**src/rtl/core/rtdc_pkg.sv**
```systemverilog
// Shared types, widths and constants of the RTD linearisation pipeline.
// Holds the PT100 resistance table; no dependencies.
`default_nettype none

package rtdc_pkg;

  localparam int R_W     = 23;
  localparam int T_W     = 23;
  localparam int ROM_W   = 19;
  localparam int SEG_W   = 6;
  localparam int N_W     = 30;
  localparam int D_W     = 12;
  localparam int M_W     = 22;
  localparam int Q_W     = 22;
  localparam int BASE_W  = 17;
  localparam int SUM_W   = 24;
  localparam int PADDR_W = 3;
  localparam int PDATA_W = 32;
  localparam int REG_SEL = 2;

  localparam int RTD_ENTRIES = 56;
  localparam int T_FIRST     = -5000;
  localparam int T_LAST      = 50000;
  localparam int T_STEP      = 1000;
  localparam int SLOPE_LOW   = 396;
  localparam int SLOPE_HIGH  = 333;
  localparam int SCALE_EDGE  = 100;
  localparam int SCALE_MID   = 1000;

  localparam int RECIP_SHIFT = 30;
  localparam int M_LOW       = (2 ** RECIP_SHIFT) / SLOPE_LOW;
  localparam int M_HIGH      = (2 ** RECIP_SHIFT) / SLOPE_HIGH;

  localparam int DIV10_SHIFT = 26;
  localparam logic [R_W-1:0] DIV10_MUL = 23'd6710887;

  localparam logic [0:0] REG_SENSOR_TYPE = 1'b0;
  localparam logic       SENSOR_PT1000   = 1'b1;

  localparam logic [ROM_W-1:0] RTD_ROM [RTD_ENTRIES] = '{
    19'd80306,  19'd84271,  19'd88222,  19'd92160,  19'd96086,
    19'd100000, 19'd103903, 19'd107794, 19'd111673, 19'd115541,
    19'd119397, 19'd123242, 19'd127075, 19'd130897, 19'd134707,
    19'd138506, 19'd142293, 19'd146068, 19'd149832, 19'd153584,
    19'd157325, 19'd161054, 19'd164772, 19'd168478, 19'd172173,
    19'd175856, 19'd179528, 19'd183188, 19'd186836, 19'd190473,
    19'd194098, 19'd197712, 19'd201314, 19'd204904, 19'd208483,
    19'd212050, 19'd215606, 19'd219150, 19'd222682, 19'd226203,
    19'd229712, 19'd233209, 19'd236695, 19'd240169, 19'd243631,
    19'd247082, 19'd250521, 19'd253948, 19'd257364, 19'd260768,
    19'd264160, 19'd267540, 19'd270909, 19'd274266, 19'd277611,
    19'd280944
  };

  localparam logic [ROM_W-1:0] R_FIRST = RTD_ROM[0];
  localparam logic [ROM_W-1:0] R_LAST  = RTD_ROM[RTD_ENTRIES-1];

  typedef struct packed {
    logic                 psel;
    logic                 penable;
    logic                 pwrite;
    logic [PADDR_W-1:0]   paddr;
    logic [PDATA_W-1:0]   pwdata;
  } apb_req_t;

  typedef struct packed {
    logic [N_W-1:0]           n;
    logic [D_W-1:0]           d;
    logic [M_W-1:0]           m;
    logic signed [BASE_W-1:0] base;
    logic                     neg;
  } div_op_t;

endpackage

`default_nettype wire

```
**src/rtl/core/rtdc_cfg.sv**
```systemverilog
// Configuration register file: sensor type behind an APB-style port.
// Depends on rtdc_pkg.
`default_nettype none

module rtdc_cfg (
  input  logic                            clk,
  input  logic                            rst_n,
  input  rtdc_pkg::apb_req_t              apb,
  output logic [rtdc_pkg::PDATA_W-1:0]    prdata,
  output logic                            pready,
  output logic                            sensor_type
);
  import rtdc_pkg::*;

  logic sensor_type_r;
  logic sensor_type_nxt;
  logic sel_sensor;

  assign sel_sensor = (apb.paddr[REG_SEL] == REG_SENSOR_TYPE);

  always_comb begin
    sensor_type_nxt = sensor_type_r;
    if (apb.psel && apb.penable && apb.pwrite && sel_sensor) begin
      sensor_type_nxt = apb.pwdata[0];
    end
  end

  always_ff @(posedge clk) begin
    if (!rst_n) begin
      sensor_type_r <= 1'b0;
    end else begin
      sensor_type_r <= sensor_type_nxt;
    end
  end

  assign prdata      = sel_sensor ? {{(PDATA_W-1){1'b0}}, sensor_type_r} : '0;
  assign pready      = 1'b1;
  assign sensor_type = sensor_type_r;

endmodule

`default_nettype wire

```
**src/rtl/core/rtdc_seg.sv**
```systemverilog
// Interval search and divide operand set-up (two pipeline stages).
// Depends on rtdc_pkg for the resistance table and operand struct.
`default_nettype none

module rtdc_seg (
  input  logic                        clk,
  input  logic                        rst_n,
  input  logic                        v_i,
  input  logic [rtdc_pkg::R_W-1:0]    r_i,
  input  logic                        ready_i,
  output logic                        ready_o,
  output logic                        v_o,
  output rtdc_pkg::div_op_t           op_o
);
  import rtdc_pkg::*;

  logic [D_W-1:0]           d_tab [RTD_ENTRIES-1];
  logic [M_W-1:0]           m_tab [RTD_ENTRIES-1];
  logic signed [BASE_W-1:0] b_tab [RTD_ENTRIES-1];

  for (genvar g = 0; g < RTD_ENTRIES - 1; g++) begin : g_seg
    localparam int D = int'(RTD_ROM[g+1]) - int'(RTD_ROM[g]);
    localparam int M = (2 ** RECIP_SHIFT) / D;
    localparam int B = T_FIRST + g * T_STEP;
    assign d_tab[g] = D_W'(D);
    assign m_tab[g] = M_W'(M);
    assign b_tab[g] = BASE_W'(B);
  end

  logic             en3;
  logic             en4;
  logic             v3_r;
  logic [R_W-1:0]   r3_r;
  logic             low3_r;
  logic             high3_r;
  logic [SEG_W-1:0] seg3_r;
  logic [SEG_W-1:0] seg_nxt;
  logic             v4_r;
  div_op_t          op4_r;
  div_op_t          op_nxt;
  logic [R_W-1:0]   diff;
  logic [R_W-1:0]   rom_lo;

  assign en4     = !v4_r || ready_i;
  assign en3     = !v3_r || en4;
  assign ready_o = en3;

  always_comb begin
    seg_nxt = '0;
    for (int i = 1; i < RTD_ENTRIES - 1; i++) begin
      if (r_i >= R_W'(RTD_ROM[i])) begin
        seg_nxt = SEG_W'(i);
      end
    end
  end

  always_ff @(posedge clk) begin
    if (!rst_n) begin
      v3_r <= 1'b0;
    end else if (en3) begin
      v3_r <= v_i;
    end
  end

  always_ff @(posedge clk) begin
    if (en3 && v_i) begin
      r3_r    <= r_i;
      low3_r  <= (r_i <= R_W'(R_FIRST));
      high3_r <= (r_i >= R_W'(R_LAST));
      seg3_r  <= seg_nxt;
    end
  end

  assign rom_lo = R_W'(RTD_ROM[seg3_r]);

  always_comb begin
    op_nxt = '0;
    if (low3_r) begin
      diff        = R_W'(R_FIRST) - r3_r;
      op_nxt.n    = N_W'(diff) * N_W'(SCALE_EDGE);
      op_nxt.d    = D_W'(SLOPE_LOW);
      op_nxt.m    = M_W'(M_LOW);
      op_nxt.base = BASE_W'(T_FIRST);
      op_nxt.neg  = 1'b1;
    end else if (high3_r) begin
      diff        = r3_r - R_W'(R_LAST);
      op_nxt.n    = N_W'(diff) * N_W'(SCALE_EDGE);
      op_nxt.d    = D_W'(SLOPE_HIGH);
      op_nxt.m    = M_W'(M_HIGH);
      op_nxt.base = BASE_W'(T_LAST);
      op_nxt.neg  = 1'b0;
    end else begin
      diff        = r3_r - rom_lo;
      op_nxt.n    = N_W'(diff) * N_W'(SCALE_MID);
      op_nxt.d    = d_tab[seg3_r];
      op_nxt.m    = m_tab[seg3_r];
      op_nxt.base = b_tab[seg3_r];
      op_nxt.neg  = 1'b0;
    end
  end

  always_ff @(posedge clk) begin
    if (!rst_n) begin
      v4_r <= 1'b0;
    end else if (en4) begin
      v4_r <= v3_r;
    end
  end

  always_ff @(posedge clk) begin
    if (en4 && v3_r) begin
      op4_r <= op_nxt;
    end
  end

  assign v_o  = v4_r;
  assign op_o = op4_r;

endmodule

`default_nettype wire

```
**src/rtl/core/rtdc_div.sv**
```systemverilog
// Reciprocal divider with remainder correction and output register.
// Three pipeline stages; depends on rtdc_pkg.
`default_nettype none

module rtdc_div (
  input  logic                              clk,
  input  logic                              rst_n,
  input  logic                              v_i,
  input  rtdc_pkg::div_op_t                 op_i,
  input  logic                              ready_i,
  output logic                              ready_o,
  output logic                              out_valid,
  output logic signed [rtdc_pkg::T_W-1:0]   out_temp
);
  import rtdc_pkg::*;

  logic                  en5;
  logic                  en6;
  logic                  en7;
  logic                  v5_r;
  div_op_t               op5_r;
  logic [Q_W-1:0]        est5_r;
  logic [N_W+M_W-1:0]    prod_nm;
  logic                  v6_r;
  div_op_t               op6_r;
  logic [Q_W-1:0]        est6_r;
  logic [N_W-1:0]        pd6_r;
  logic [Q_W+D_W-1:0]    prod_qd;
  logic [N_W-1:0]        rem;
  logic                  corr;
  logic [Q_W-1:0]        q;
  logic signed [SUM_W-1:0] base_x;
  logic signed [SUM_W-1:0] q_x;
  logic signed [SUM_W-1:0] t;
  logic                  out_valid_r;
  logic signed [T_W-1:0] out_temp_r;

  assign en7     = !out_valid_r || ready_i;
  assign en6     = !v6_r || en7;
  assign en5     = !v5_r || en6;
  assign ready_o = en5;

  assign prod_nm = (N_W+M_W)'(op_i.n) * (N_W+M_W)'(op_i.m);

  always_ff @(posedge clk) begin
    if (!rst_n) begin
      v5_r <= 1'b0;
    end else if (en5) begin
      v5_r <= v_i;
    end
  end

  always_ff @(posedge clk) begin
    if (en5 && v_i) begin
      op5_r  <= op_i;
      est5_r <= prod_nm[RECIP_SHIFT +: Q_W];
    end
  end

  assign prod_qd = (Q_W+D_W)'(est5_r) * (Q_W+D_W)'(op5_r.d);

  always_ff @(posedge clk) begin
    if (!rst_n) begin
      v6_r <= 1'b0;
    end else if (en6) begin
      v6_r <= v5_r;
    end
  end

  always_ff @(posedge clk) begin
    if (en6 && v5_r) begin
      op6_r  <= op5_r;
      est6_r <= est5_r;
      pd6_r  <= prod_qd[N_W-1:0];
    end
  end

  assign rem    = op6_r.n - pd6_r;
  assign corr   = (rem >= N_W'(op6_r.d));
  assign q      = est6_r + Q_W'(corr);
  assign base_x = SUM_W'(op6_r.base);
  assign q_x    = signed'(SUM_W'(q));
  assign t      = op6_r.neg ? (base_x - q_x) : (base_x + q_x);

  always_ff @(posedge clk) begin
    if (!rst_n) begin
      out_valid_r <= 1'b0;
    end else if (en7) begin
      out_valid_r <= v6_r;
    end
  end

  always_ff @(posedge clk) begin
    if (en7 && v6_r) begin
      out_temp_r <= t[T_W-1:0];
    end
  end

  assign out_valid = out_valid_r;
  assign out_temp  = out_temp_r;

  a_rem_bound: assert property (@(posedge clk) disable iff (!rst_n)
    v6_r |-> (rem < {op6_r.d, 1'b0}))
    else $error("remainder out of correction range");

  a_hold_stage: assert property (@(posedge clk) disable iff (!rst_n)
    (v6_r && !en7) |=> v6_r)
    else $error("stalled transaction dropped from stage six");

  a_low_side: assert property (@(posedge clk) disable iff (!rst_n)
    (v6_r && op6_r.neg) |-> (t <= SUM_W'(T_FIRST)))
    else $error("low-side result above first table temperature");

endmodule

`default_nettype wire

```
**src/rtl/core/rtd_resistance_to_temperature.sv**
```systemverilog
// RTD linearisation top level: resistance in milliohms to temperature in 0.01 degC.
// The pipeline has seven register stages.
// Throughput: one transaction per cycle while out_stall is low.
// Stages hold under out_stall and empty stages still fill, so bubbles are squeezed out.
// Reset (synchronous, active low) empties the pipeline and selects PT100 mode.
// Depends on rtdc_pkg, rtdc_cfg, rtdc_seg and rtdc_div.
`default_nettype none

module rtd_resistance_to_temperature (
  input  logic                                   clk,
  input  logic                                   rst_n,
  input  logic                                   in_valid,
  output logic                                   in_stall,
  input  logic [rtdc_pkg::R_W-1:0]               in_resistance_mohm,
  output logic                                   out_valid,
  input  logic                                   out_stall,
  output logic signed [rtdc_pkg::T_W-1:0]        out_temperature_centideg,
  input  logic                                   psel,
  input  logic                                   penable,
  input  logic                                   pwrite,
  input  logic [rtdc_pkg::PADDR_W-1:0]           paddr,
  input  logic [rtdc_pkg::PDATA_W-1:0]           pwdata,
  output logic [rtdc_pkg::PDATA_W-1:0]           prdata,
  output logic                                   pready
);
  import rtdc_pkg::*;

  apb_req_t           apb;
  logic               sensor_type;
  logic               en1;
  logic               en2;
  logic               v1_r;
  logic [R_W-1:0]     r1_r;
  logic               pt1k1_r;
  logic [2*R_W-1:0]   div10_prod;
  logic [R_W-1:0]     r2_nxt;
  logic               v2_r;
  logic [R_W-1:0]     r2_r;
  logic               seg_ready;
  logic               seg_v;
  div_op_t            seg_op;
  logic               div_ready;

  assign apb.psel    = psel;
  assign apb.penable = penable;
  assign apb.pwrite  = pwrite;
  assign apb.paddr   = paddr;
  assign apb.pwdata  = pwdata;

  rtdc_cfg u_cfg (
    .clk         (clk),
    .rst_n       (rst_n),
    .apb         (apb),
    .prdata      (prdata),
    .pready      (pready),
    .sensor_type (sensor_type)
  );

  assign en2      = !v2_r || seg_ready;
  assign en1      = !v1_r || en2;
  assign in_stall = !en1;

  always_ff @(posedge clk) begin
    if (!rst_n) begin
      v1_r <= 1'b0;
    end else if (en1) begin
      v1_r <= in_valid;
    end
  end

  always_ff @(posedge clk) begin
    if (en1 && in_valid) begin
      r1_r    <= in_resistance_mohm;
      pt1k1_r <= (sensor_type == SENSOR_PT1000);
    end
  end

  assign div10_prod = (2*R_W)'(r1_r) * (2*R_W)'(DIV10_MUL);
  assign r2_nxt     = pt1k1_r ? R_W'(div10_prod[2*R_W-1:DIV10_SHIFT]) : r1_r;

  always_ff @(posedge clk) begin
    if (!rst_n) begin
      v2_r <= 1'b0;
    end else if (en2) begin
      v2_r <= v1_r;
    end
  end

  always_ff @(posedge clk) begin
    if (en2 && v1_r) begin
      r2_r <= r2_nxt;
    end
  end

  rtdc_seg u_seg (
    .clk     (clk),
    .rst_n   (rst_n),
    .v_i     (v2_r),
    .r_i     (r2_r),
    .ready_i (div_ready),
    .ready_o (seg_ready),
    .v_o     (seg_v),
    .op_o    (seg_op)
  );

  rtdc_div u_div (
    .clk       (clk),
    .rst_n     (rst_n),
    .v_i       (seg_v),
    .op_i      (seg_op),
    .ready_i   (!out_stall),
    .ready_o   (div_ready),
    .out_valid (out_valid),
    .out_temp  (out_temperature_centideg)
  );

endmodule

`default_nettype wire

```
**config.mk**
```make
export PLATFORM = sky130hd
export DESIGN_NAME = rtd_resistance_to_temperature
export DESIGN_NICKNAME = d
export VERILOG_FILES = /design/src/rtl/core/rtdc_pkg.sv /design/src/rtl/core/rtdc_cfg.sv /design/src/rtl/core/rtdc_seg.sv /design/src/rtl/core/rtdc_div.sv /design/src/rtl/core/rtd_resistance_to_temperature.sv
export SDC_FILE = /design/constraint.sdc
export NUM_CORES = 2
export LEC_CHECK = 0
export ABC_AREA = 0
export BUFFER_PORTS_ARGS = -buffer_cell sky130_fd_sc_hd__clkbuf_2
export CAP_MARGIN = 15
export CELL_PAD_IN_SITES_DETAIL_PLACEMENT = 0
export CELL_PAD_IN_SITES_GLOBAL_PLACEMENT = 2
export CORE_ASPECT_RATIO = 2
export CORE_MARGIN = 2
export CORE_UTILIZATION = 43
export DETAILED_ROUTE_END_ITERATION = 8
export GPL_ROUTABILITY_DRIVEN = 0
export PLACE_DENSITY = 0.85
export SLEW_MARGIN = 10
export SYNTH_ARGS = -nofsm -noshare
export SYNTH_HDL_FRONTEND = slang
export SYNTH_SLANG_ARGS = --single-unit
```
**constraint.sdc**
```tcl
create_clock -name clk -period 10.8 [get_ports clk]
set_input_delay 2.16 -clock clk [delete_from_list [all_inputs] [get_ports clk]]
set_output_delay 2.16 -clock clk [all_outputs]
set_load 0.01 [all_outputs]
```
=== Yosys cells after proc, flatten, opt, wreduce, memory -nomap -nowiden ===
Memory sizes are Yosys's and may differ from the RTL's.
Cells that the tools add are included.

* Memories: 4
* Input port bits: 65
* Flip-flop bits (word level): 385
* Logic and storage cells: 213
* ROM bits: 4480

{| class="wikitable"
|+ Memory list
! memory !! depth !! width !! read ports !! clocked after memory_dff !! write ports !! line !! RTL
|-
| (no name shown) || 64 || 22 || 1 || 0 || 0 || rtdc_seg.sv:96 || <nowiki>op_nxt.m = m_tab[seg3_r];</nowiki>
|-
| (no name shown) || 64 || 19 || 1 || 0 || 0 || rtdc_seg.sv:74 || <nowiki>assign rom_lo = R_W'(RTD_ROM[seg3_r]);</nowiki>
|-
| (no name shown) || 64 || 17 || 1 || 0 || 0 || rtdc_seg.sv:97 || <nowiki>op_nxt.base = b_tab[seg3_r];</nowiki>
|-
| (no name shown) || 64 || 12 || 1 || 0 || 0 || rtdc_seg.sv:95 || <nowiki>op_nxt.d = d_tab[seg3_r];</nowiki>
|}

* Magnitude comparators: 58
* Multiply operators: 6
* Bitwise logic cells: 2
* Add/sub/neg operators: 7
* Reduce and logical (&&, ||, !) cells: 30
* Multiplexer cells: 66

{| class="wikitable"
|+ Operator list
! kind !! count
|-
| greater-or-equal comparator 23 x 18 -> 1 bit (second input constant) || 36
|-
| greater-or-equal comparator 23 x 17 -> 1 bit (second input constant) || 13
|-
| 2-to-1 mux 82 bit || 2
|-
| 2-to-1 mux 5 bit || 32
|-
| greater-or-equal comparator 23 x 19 -> 1 bit (second input constant) || 6
|-
| multiplier 23 x 5 -> 28 bit (second input constant) || 2
|-
| multiplier 30 x 22 -> 52 bit || 1
|-
| multiplier 23 x 23 -> 46 bit (second input constant) || 1
|-
| 2-to-1 mux 22 bit || 2
|-
| 2-to-1 mux 19 bit || 2
|-
| 2-to-1 mux 17 bit || 2
|-
| 2-to-1 mux 4 bit || 8
|-
| greater-or-equal comparator 30 x 12 -> 1 bit || 1
|-
| multiplier 22 x 12 -> 30 bit || 1
|-
| subtractor 30 bit || 1
|-
| multiplier 23 x 7 -> 27 bit (second input constant) || 1
|-
| 2-to-1 mux 12 bit || 2
|-
| 2-to-1 mux 3 bit || 8
|-
| adder 17 x 23 -> 23 bit || 1
|-
| less-or-equal comparator 23 x 17 -> 1 bit (second input constant) || 1
|-
| 2-to-1 mux 23 bit || 1
|-
| OR reduction 23 bit || 1
|-
| subtractor 17 x 23 -> 23 bit || 1
|-
| subtractor 17 x 23 -> 23 bit (first input constant) || 1
|-
| other kinds (15) || 42
|}

=== Longest topological paths before layout ===
* Depth after elaboration: 54
* Gate-level depth with buffers: 41

=== By module ===
Synthesis repeated with hierarchy kept, for this count alone.

* Cell total of the unflattened synthesis: 7577
* Area total of the unflattened synthesis: 69367.8 µm²

{| class="wikitable"
|+ By module, submodules not included
! module !! seq. area each (µm²) !! times used !! area an instance (µm²) !! cells an instance
|-
| rtdc_div || 6576.3 || 1 || 38031.5 || 3959
|-
| rtdc_seg || 3133.0 || 1 || 19517.5 || 2429
|-
| rtd_resistance_to_temperature || 1451.4 || 1 || 11503.5 || 1149
|-
| rtdc_cfg || 20.0 || 1 || 315.3 || 40
|}

=== Least setup slack after synthesis ===
OpenSTA, ideal clock, no wires.

* Path kind: register -> register
* From: register u_seg.seg3_r[2]
* To: register u_seg.op4_r, in the netlist u_seg.op_o[80], data pin
* Data arrival time: 8975 ps
* Stages on the path, launching flop included: 38
* Setup slack: 1557 ps
* Required time: 10532 ps
* Period minus slack after synthesis: 9243 ps
* Path through: edfxtp_1 -> inv_1 -> clkbuf_1 -> ha_1 -> clkbuf_1 -> nor2_1 -> a21oi_1 -> a211oi_1 -> a21oi_1 -> o31ai_1 -> ha_1 -> o21a_1 -> o31a_1 -> or4_1 -> a21oi_1 -> o21ai_0 -> o21ai_0 -> nand2b_1 -> (+2 left out) -> xor2_1 -> inv_1 -> fa_1 -> inv_1 -> fa_1 -> fa_1 -> fa_1 -> ha_1 -> o21a_1 -> o21ai_0 -> nor2_1 -> nor2_1 -> a21oi_1 -> a2111oi_0 -> a21oi_1 -> xor2_1 -> mux2i_1 -> o21ai_0

{| class="wikitable"
|+ RTL lines
! element !! line !! RTL
|-
| start, declared || rtdc_seg.sv:36 || <nowiki>logic [SEG_W-1:0] seg3_r;</nowiki>
|-
| start signal, assigned || rtdc_seg.sv:70 || <nowiki>seg3_r <= seg_nxt;</nowiki>
|-
| end signal, assigned || rtdc_seg.sv:112 || <nowiki>op4_r <= op_nxt;</nowiki>
|-
| end, declared || rtdc_seg.sv:39 || <nowiki>div_op_t op4_r;</nowiki>
|}

==> flow_summary.json <==
{
  "cts_buffer_depth": 3,
  "hold_depth": 0,
  "syn_inst": 6835,
  "initial_core_util_pct": 43.3,
  "status": "finished, final reports clean",
  "setup_viol": 0,
  "multi_input_area_um2": 48000,
  "clock_latency_ns": 0.65,
  "antenna_found_initial": 3,
  "final-seq-area_um2": 10800,
  "first_pass_iters": 6,
  "holdWs_ns": 0.417,
  "finalSetupTns_ns": 0,
  "drv_slew": 0,
  "cts.reportedPaths.clkPinSlew_ns": 0.07,
  "cp_slowest_stage_delay_ns": 0.75,
  "startpoint": "u_seg.seg3_r[0]",
  "ys_ff_latch": 363,
  "yosys_warnings": 0,
  "synth_edf_count": 355,
  "reg2reg_slack_ns": 1.06,
  "chipWidth_um": 278,
  "path_class": "flip-flop to flip-flop",
  "coreArea_um2": 150000,
  "ctsRootBufferMaster": "clkbuf_16",
  "routed_via_density": 5.63,
  "path_common_cell": "a21oi_1",
  "ys_seq_area_share_pct": 16.7,
  "cts_setup_buffers": 0,
  "numPortBuffers": 57,
  "route.detailed.wl_per_inst_um": 24.6,
  "grt_usage_pct": 28.3,
  "tightestPinTransition_ns": 1.20,
  "cts_tree": "built",
  "slew_headroom_pct": 19.7,
  "r2r_cells": 37,
  "vias": 49186,
  "clock_sinks": 363,
  "areaGrowthSynthToFinish_pct": 6.10,
  "h-tree-depth": 2,
  "drv_cap": 0,
  "clock-skew-final_ns": 0.0428,
  "ys_types": 105,
  "num_io_pins": 123,
  "crit_arrival_ns": 10.11,
  "fin_crit_sh_pct": 90.2,
  "critPathCaptureType": "flip-flop",
  "overflow": 0,
  "grt_pass1_wl_um": 323000,
  "hold_path_class": "flip-flop to flip-flop",
  "drtAntennaViolNets": 0,
  "crit_path_top_delay_cell": "o21ai_0",
  "drtIter0Drc": 3190,
  "grt_max_degree": 130,
  "grt_pass1_vias": 53694,
  "syn_avg_cell_area_um2": 9.48,
  "layout-drive-gt1-share_pct": 4.92,
  "period_needed_ns": 9.74,
  "synth_flop_cell": "edfxtp_1",
  "worstPathRequired_ns": 11.17,
  "fin_cells": 8735,
  "numPlacedInstances": 8658,
  "ctsResizeCount": 0,
  "max_freq_ghz": 0.103,
  "drc": 0,
  "min_to": "u_div.op6_r[63]",
  "cp-start-kind": "flip-flop",
  "r2r_end": "u_seg.op_o[78]",
  "hp-start": "u_div.op5_r[63]",
  "async_flop_share_pct": 0,
  "holdBufCountCts": 0,
  "grt_setup_unrepaired": "no",
  "r2r-start": "u_seg.seg3_r[0]",
  "nets": 8631,
  "syn-cell-area_um2": 64800,
  "rows": 201,
  "hpwl_um": 175000,
  "crit_fanout": 11,
  "routed_wl_um": 215000,
  "fillers": 14376,
  "numCtsBuffers": 41,
  "dieArea_um2": 154000,
  "die_h_um": 553,
  "hold_violations": 0
}
cell families (layout without fill, tap and decap cells):
family          Yosys count  count (layout)  synth area share [%]
buf+inv                1603            1542                  9.52
compound gates         1010            1010                  9.99
other cells               2              35                0.0116
mux                      43              43                 0.833
flops                   363             363                  16.7
fa+ha+maj              1791            1791                  46.3
simple gates           1749            1749                  12.9
xor+xnor                274             274                  3.72
cell type report:
cell class | instances | area share [%]
Inverter | 1287 | 7.03
Sequential cell | 363 | 15.7
Antenna cell | 3 | 0.0109
Multi-Input combinational cell | 4899 | 69.8
Timing Repair Buffer | 183 | 1.82
Tap cell | 1928 | 3.51
Clock buffer | 43 | 1.50
Clock inverter | 29 | 0.583
placed cells by master (no fill, tap or decap), types with 17 or more instances in the layout:
master,count
nand3_1,82
ha_1,781
nand2_1,708
nand4_1,32
buf_4,122
or2_2,17
a21oi_1,300
nor3_1,85
mux2_2,17
xor2_1,126
conb_1,32
a211oi_1,52
o31ai_1,21
and3_1,30
edfxtp_1,355
fa_1,1010
nor4_1,29
nor2_1,278
o211ai_1,34
a21o_1,59
o21bai_1,27
clkbuf_2,57
mux2i_1,19
nor2b_1,46
inv_1,1284
or3_1,21
clkbuf_16,41
and2_1,315
o21ai_0,223
xnor2_1,147
a31oi_1,54
o21a_1,58
nand2b_1,49
registers in the layout, summed over array words and instances (netlist names), 23 cells and up:
| name | flops |
|---|---|
| r1_r | 23 |
| r2_r | 23 |
| u_div.op5_r | 54 |
| u_div.op6_r | 40 |
| u_div.out_temp | 23 |
| u_div.pd6_r | 30 |
| u_seg.op_o | 72 |
| u_seg.r3_r | 23 |
stage by stage:
stage / setup WS (ns) / util (%) / cell area (um^2)
global route: 0.377 / 45.9 / 68700
detailed placement: 1.08 / 44.9 / 67200
finish: 1.06 / 45.9 / 68700
floorplan: 1.56 / - / 64900
CTS: 1.07 / 45.9 / 68700
global placement: 0.997 / 44.9 / 67200
worst max-delay path: cells and delay by family, from the launching register on:
| family | cells | cell delay, ns |
|---|---|---|
| AOI/OAI and AO/OA | 17 | 3.79 |
| xor gates and xnor gates | 2 | 0.50 |
| adders and majority gates | 7 | 3.03 |
| buffers and inverters | 5 | 0.70 |
| DFF | 1 | 0.62 |
| muxes | 1 | 0.39 |
| and+or+nand+nor | 5 | 0.45 |
how the worst max path moves through the flow:
stage / end / slack (ns)
6_report: u_seg.op_o[78] / 1.06
5_1_grt: u_seg.op_o[81] / 0.38
4_1_cts: u_seg.op_o[78] / 1.07
3_5_place_dp: u_seg.op_o[78] / 1.08
3_3_place_gp: u_seg.op_o[78] / 1.0
2_1_floorplan: u_seg.op_o[80] / 1.56
synthesized netlist by cell type (11+ instances only):
cell type  count  share of area (%)
nor4_1        29               0.28
xnor2_1      147                2.0
or3_1         21               0.20
a21oi_1      300                2.3
nand2b_1      49               0.47
a211oi_1      52               0.60
a31oi_1       55               0.53
and3_1        30               0.29
nor2_1       278                1.6
and2_1       315                3.0
o21bai_1      27               0.31
o211ai_1      34               0.39
nor2b_1       50               0.48
a21boi_0      11               0.13
o31ai_1       21               0.24
buf_4         33               0.38
mux2i_1       19               0.29
nor3_1        85               0.66
o21ai_0      223                1.7
a21o_1        59               0.68
or2_2         17               0.16
fa_1        1010                 31
clkbuf_1     256                1.5
o21a_1        58               0.67
o31a_1        12               0.16
ha_1         781                 15
o2111ai_1     13               0.18
inv_1       1284                7.4
a211o_1       12               0.16
buf_1         22               0.13
xor2_1       126                1.7
edfxtp_1     355                 16
nor3b_1       15               0.17
nand3_1       82               0.63
nand2_1      708                4.1
mux2_2        17               0.30
nand4_1       32               0.31
o22ai_1       11               0.11
metal layers:
layer	GRT usage, %	up-vias	wire length [um]
met1	25.0	24690	62900
met5	0	-	15
met2	54.3	1701	117000
met3	3.20	871	8470
met4	27.6	2	26100
li1	-	21922	-
Power is left out: the tool's default activity adds up to more than one toggle a clock period on the data nets, which glitch-free logic cannot reach.
